File: config.mk
export PLATFORM = sky130hd
export DESIGN_NAME = sot_cell
export DESIGN_NICKNAME = d
export VERILOG_FILES = /design/src/sv/sot_pkg.sv /design/src/sv/sot_cell.sv
export SDC_FILE = /design/constraint.sdc
export NUM_CORES = 1
export LEC_CHECK = 0
export ABC_CLOCK_PERIOD_IN_PS = 7200
export BUFFER_PORTS_ARGS = -buffer_cell sky130_fd_sc_hd__buf_2
export CORE_MARGIN = 2
export CORE_UTILIZATION = 40
export CTS_CLUSTER_SIZE = 20
export DETAILED_ROUTE_END_ITERATION = 7
export PLACE_DENSITY = 0.68
export SLEW_MARGIN = 20
export SYNTH_ARGS = -nofsm -noshare
export SYNTH_HDL_FRONTEND = slang
export SYNTH_SLANG_ARGS = --single-unit
File: constraint.sdc
create_clock -name clk -period 7.2 [get_ports clk]
set_input_delay 0.72 -clock clk [delete_from_list [all_inputs] [get_ports clk]]
set_output_delay 0.72 -clock clk [all_outputs]
set_load 0.01 [all_outputs]
File: src/sv/sot_pkg.sv
// shared types and constants of the stop / oco trigger table
// no dependencies
`default_nettype none
package sot_pkg;

  localparam int SLOTS_DEF = 16;

  typedef enum logic [2:0] {
    OP_STOP   = 3'd0,
    OP_OCO    = 3'd1,
    OP_CANCEL = 3'd2,
    OP_QUOTE  = 3'd3,
    OP_QUERY  = 3'd4
  } op_t;

  typedef enum logic [2:0] {
    K_PLACED    = 3'd0,
    K_REJECTED  = 3'd1,
    K_CANCELLED = 3'd2,
    K_NOT_FOUND = 3'd3,
    K_PRESENT   = 3'd4,
    K_ABSENT    = 3'd5,
    K_FILL      = 3'd6,
    K_DONE      = 3'd7
  } kind_t;

  typedef struct packed {
    logic [31:0] id;
    logic [15:0] symbol;
    logic        oco;
    logic        buy;
    logic [31:0] stop;
    logic [31:0] take;
    logic [31:0] qty;
    logic [15:0] strategy;
    logic [31:0] oid;
    logic [15:0] qsym;
    logic [31:0] bid;
    logic [31:0] ask;
  } cell_cmd_t;

  typedef struct packed {
    logic        fire;
    logic        reason;
    logic [31:0] level;
    logic [31:0] id;
    logic        oco;
    logic        buy;
    logic [31:0] qty;
    logic [15:0] strategy;
  } cell_sel_t;

  typedef struct packed {
    kind_t       kind;
    logic [31:0] result_id;
    logic        fill_is_oco;
    logic        fill_reason;
    logic        fill_is_buy;
    logic [31:0] trigger_level;
    logic [31:0] exec_price;
    logic [31:0] fill_qty;
    logic [15:0] fill_strategy;
    logic [47:0] fill_time;
    logic [4:0]  fill_count;
    logic        last;
  } rsp_t;

endpackage
`default_nettype wire

File: src/sv/sot_cell.sv
// one order slot of the table, with its trigger compare and scan token
// depends on sot_pkg
`default_nettype none
module sot_cell (
  input  wire logic                clk,
  input  wire logic                rst,
  input  wire sot_pkg::cell_cmd_t  cmd,
  input  wire logic                wr,
  input  wire logic                kill,
  input  wire logic                tok_in,
  input  wire logic                adv,
  output logic                     tok_out,
  output logic                     hit,
  output logic                     used_o,
  output sot_pkg::cell_sel_t       sel
);
  logic        used;
  logic        tok;
  logic [31:0] id;
  logic [15:0] symbol;
  logic        oco;
  logic        buy;
  logic [31:0] stop;
  logic [31:0] take;
  logic [31:0] qty;
  logic [15:0] strategy;
  logic        stop_hit;
  logic        take_hit;
  logic        fire;

  always_ff @(posedge clk) begin
    if (rst) begin
      used <= 1'b0;
      tok  <= 1'b0;
    end else begin
      if (wr) begin
        used <= 1'b1;
      end else if (kill) begin
        used <= 1'b0;
      end
      if (adv) begin
        tok <= tok_in;
      end
    end
  end

  always_ff @(posedge clk) begin
    if (wr) begin
      id       <= cmd.id;
      symbol   <= cmd.symbol;
      oco      <= cmd.oco;
      buy      <= cmd.buy;
      stop     <= cmd.stop;
      take     <= cmd.take;
      qty      <= cmd.qty;
      strategy <= cmd.strategy;
    end
  end

  always_comb begin
    stop_hit = buy ? (cmd.ask >= stop) : (cmd.bid <= stop);
    take_hit = oco && (buy ? (cmd.bid <= take) : (cmd.ask >= take));
    fire     = used && (symbol == cmd.qsym) && (stop_hit || take_hit);
    sel      = '0;
    if (tok) begin
      sel.fire     = fire;
      sel.reason   = !stop_hit;
      sel.level    = stop_hit ? stop : take;
      sel.id       = id;
      sel.oco      = oco;
      sel.buy      = buy;
      sel.qty      = qty;
      sel.strategy = strategy;
    end
  end

  assign hit     = used && (id == cmd.oid);
  assign used_o  = used;
  assign tok_out = tok;

endmodule
`default_nettype wire

==> results_dict.tcl <==
set metrics [dict create \
    die_h_um 160 \
    hold_viol_final 0 \
    clock_path_buffers 2 \
    syn_area_per_cell_um2 11.8 \
    num_rows 56 \
    end_kind "output port" \
    cts.hold.buffers_added 0 \
    setup_violations 0 \
    syn_area_mm2 0.00969 \
    grt.total_usage 0.225 \
    synth_cells 822 \
    ys_seq_area_frac 0.506 \
    max-slew-margin-rel 0.368 \
    p_sw_mw 0.773 \
    cap_viol_max_count 0 \
    setup_ws_ns 2.85 \
    combPwrFrac 0.181 \
    synth_flop_cell "edfxtp_1" \
    portBuffers 398 \
    cts_tree "yes" \
    numCtsBuffers 17 \
    clkPwrFrac 0.369 \
    first_pass_iters 5 \
    ios 399 \
    period_share 0.605 \
    cts-resized-gates 0 \
    hold_slack_ns 0.457 \
    start_util 0.411 \
    final.setup.tns_ns 0 \
    arrival_ns 3.63 \
    grt_antenna_before_repair 11 \
    post_cts_buffers 0 \
    clk-insertion-delay-late_ns 0.42 \
    worst_slew_pin_slew_ns 0.948 \
    start_kind "flip-flop" \
    multi_input_area_mm2 0.00435 \
    clock.fmax_mhz 230 \
    clk_pin_slew_ns 0.08 \
    design.die.area_mm2 0.0255 \
    synth_edf_count 162 \
    outcome "finished clean" \
    avgRoutedWirePerCell_um 18.5 \
    worstHoldPathType "in -> reg" \
    p_seq_frac 0.451 \
    grt_remaining_overflow 0 \
    coreArea_mm2 0.0236 \
    post-place-ws_ns 2.83 \
    post_route_cells_drive_above_1_share 0.355 \
    h-tree-depth 4 \
    vias 7615 \
    period_minus_slack_ns 4.35 \
    drc_errors 0 \
    cp.required_ns 6.48 \
    nets 1630 \
    gp_congestion 0.889 \
    power_leakage_nw 6.06 \
    grt_max_degree 106 \
    dp_hpwl_um 23600 \
    rsz0062_at_grt "no" \
    grt_pass1_vias 7861 \
    drt_iter0_markers 355 \
    internal_power_mw 1.83 \
    final-seq-area_mm2 0.00491 \
    yosysWarnings 0 \
    synth.distinct_cells 47 \
    root_buffer "clkbuf_16" \
    report.final.slew_viol_count 0 \
    grt_pass1_wl_um 43400 \
    worstPathMaxFanout 24 \
    via_per_inst 4.88 \
    swShare 0.297 \
    fin_skew_ns 0 \
    ir_drop_mv 0.118 \
    die-width_um 160 \
    wirelength_um 28900 \
    async_reset_ff_frac 0 \
    synth_fp_nets 1230 \
    fill_cells 2175 \
    ys_ff_latch 164 \
    path_class "reg -> out" \
    cts_sinks 164 \
    powerDensity_mw_per_mm2 207 \
    area_growth_pct 29.8 \
    postRouteAntennaNets 0 \
]
[cell families after synthesis]
group                      synth area share
DFF                                   0.506
and+or+nand+nor                       0.133
xor gates and xnor gates             0.0434
AOI/OAI and AO/OA                    0.0727
muxes                                0.0341
adders and majority gates             0.165
buffers and inverters                0.0452
[final cells by class]
| class | instances | area share |
|---|---|---|
| diodes | 8 | 0.00159 |
| clock buffers | 17 | 0.0338 |
| clock inverters | 15 | 0.0156 |
| inverters | 69 | 0.0206 |
| multi-input cells | 569 | 0.346 |
| flip-flops and latches | 164 | 0.390 |
| well taps | 319 | 0.0317 |
| repair buffers | 401 | 0.161 |
[critical path, cell delays in order, from the launching register on]
cell and delay (ns):
edfxtp_1 0.40, inv_1 0.10, ha_1 0.26, a21oi_1 0.15, o21ai_0 0.13, a221o_1 0.31
or3_1 0.36, a31oi_1 0.19, o31a_2 0.42, buf_4 0.47, mux2i_1 0.24, buf_2 0.15
[power groups by stage]
stage,clock [mW],combinational (mW),sequential (mW)
5_1_grt,1.02,0.528,1.18
3_5_place_dp,0,0.472,1.20
2_1_floorplan,0,0.280,1.18
4_1_cts,0.985,0.475,1.17
6_report,0.959,0.470,1.17
3_3_place_gp,0,0.464,1.19
[cell usage in the layout, fill, tap and decap left out, drive strengths merged, types with 4 or more instances in the layout]
cell | Yosys | layout
nand4 | 31 | 31
nor2b | 4 | 4
diode | 0 | 8
a21oi | 44 | 44
clkinv | 0 | 8
clkbuf | 9 | 17
and2 | 82 | 82
nor2 | 13 | 13
nand3 | 10 | 10
o21a | 4 | 4
inv | 69 | 76
a211oi | 6 | 6
xor2 | 7 | 7
buf | 7 | 401
mux2i | 33 | 33
o21ai | 20 | 20
o211ai | 5 | 5
xnor2 | 41 | 41
edfxtp | 162 | 162
ha | 128 | 128
nand2 | 90 | 90
a21o | 11 | 11
nor4 | 7 | 7
[path summary, 6_finish.rpt]
kind            start  endpoint  slack [ns]  depth (start not counted)
max           stop[7]  sel[108]        2.85                         11
min          cmd[253]    id[11]        0.46                          1
max reg2reg   tok_out   tok_out        5.42                          3
min reg2reg    used_o    used_o        0.56                          2
[registers in the layout (all words and copies together), names as in the netlist]
register and count:
oco 1, id 32, symbol 16, buy 1
tok_out 1, take 32, used_o 1, strategy 16
stop 32, qty 32
[through the flow]
step,util,cell area [um2],instances,power [mW]
6_report,0.533,12600,1562,2.60
5_1_grt,0.532,12600,1557,2.73
4_1_cts,0.532,12600,1554,2.63
3_5_place_dp,0.506,11900,1522,1.67
3_3_place_gp,0.506,11900,1522,1.66
2_1_floorplan,-,9690,822,1.46
[Yosys cell counts (all sizes together) (3+ instances only)]
| cell type | n | area (um2) |
|---|---|---|
| nor3 | 3 | 15.0 |
| nor4 | 7 | 43.8 |
| mux2i | 33 | 330 |
| and2 | 82 | 513 |
| o21ai | 20 | 100 |
| o31ai | 3 | 22.5 |
| xor2 | 7 | 61.3 |
| buf | 7 | 105 |
| a211o | 3 | 26.3 |
| a21oi | 44 | 224 |
| a21o | 11 | 82.6 |
| nor2 | 13 | 48.8 |
| a211oi | 6 | 45.0 |
| o211ai | 5 | 37.5 |
| xnor2 | 41 | 359 |
| dlygate4sd3 | 4 | 40.0 |
| edfxtp | 162 | 4860 |
| clkbuf | 9 | 33.8 |
| ha | 128 | 1600 |
| nand3 | 10 | 50.1 |
| nand4 | 31 | 194 |
| inv | 69 | 259 |
| nor2b | 4 | 25.0 |
| o21a | 4 | 30.0 |
| nand2 | 90 | 338 |
[layer usage]
metal | global-route usage | share of wire | up-vias
met1 | 0.251 | 0.39 | 3479
met3 | 0.0722 | 0.075 | 42
li1 | - | - | 3795
met2 | 0.405 | 0.51 | 291
met4 | 0.0723 | 0.025 | 8
met5 | 0 | 0.0017 | -
Note: power is estimated with default switching activity, not from simulation.
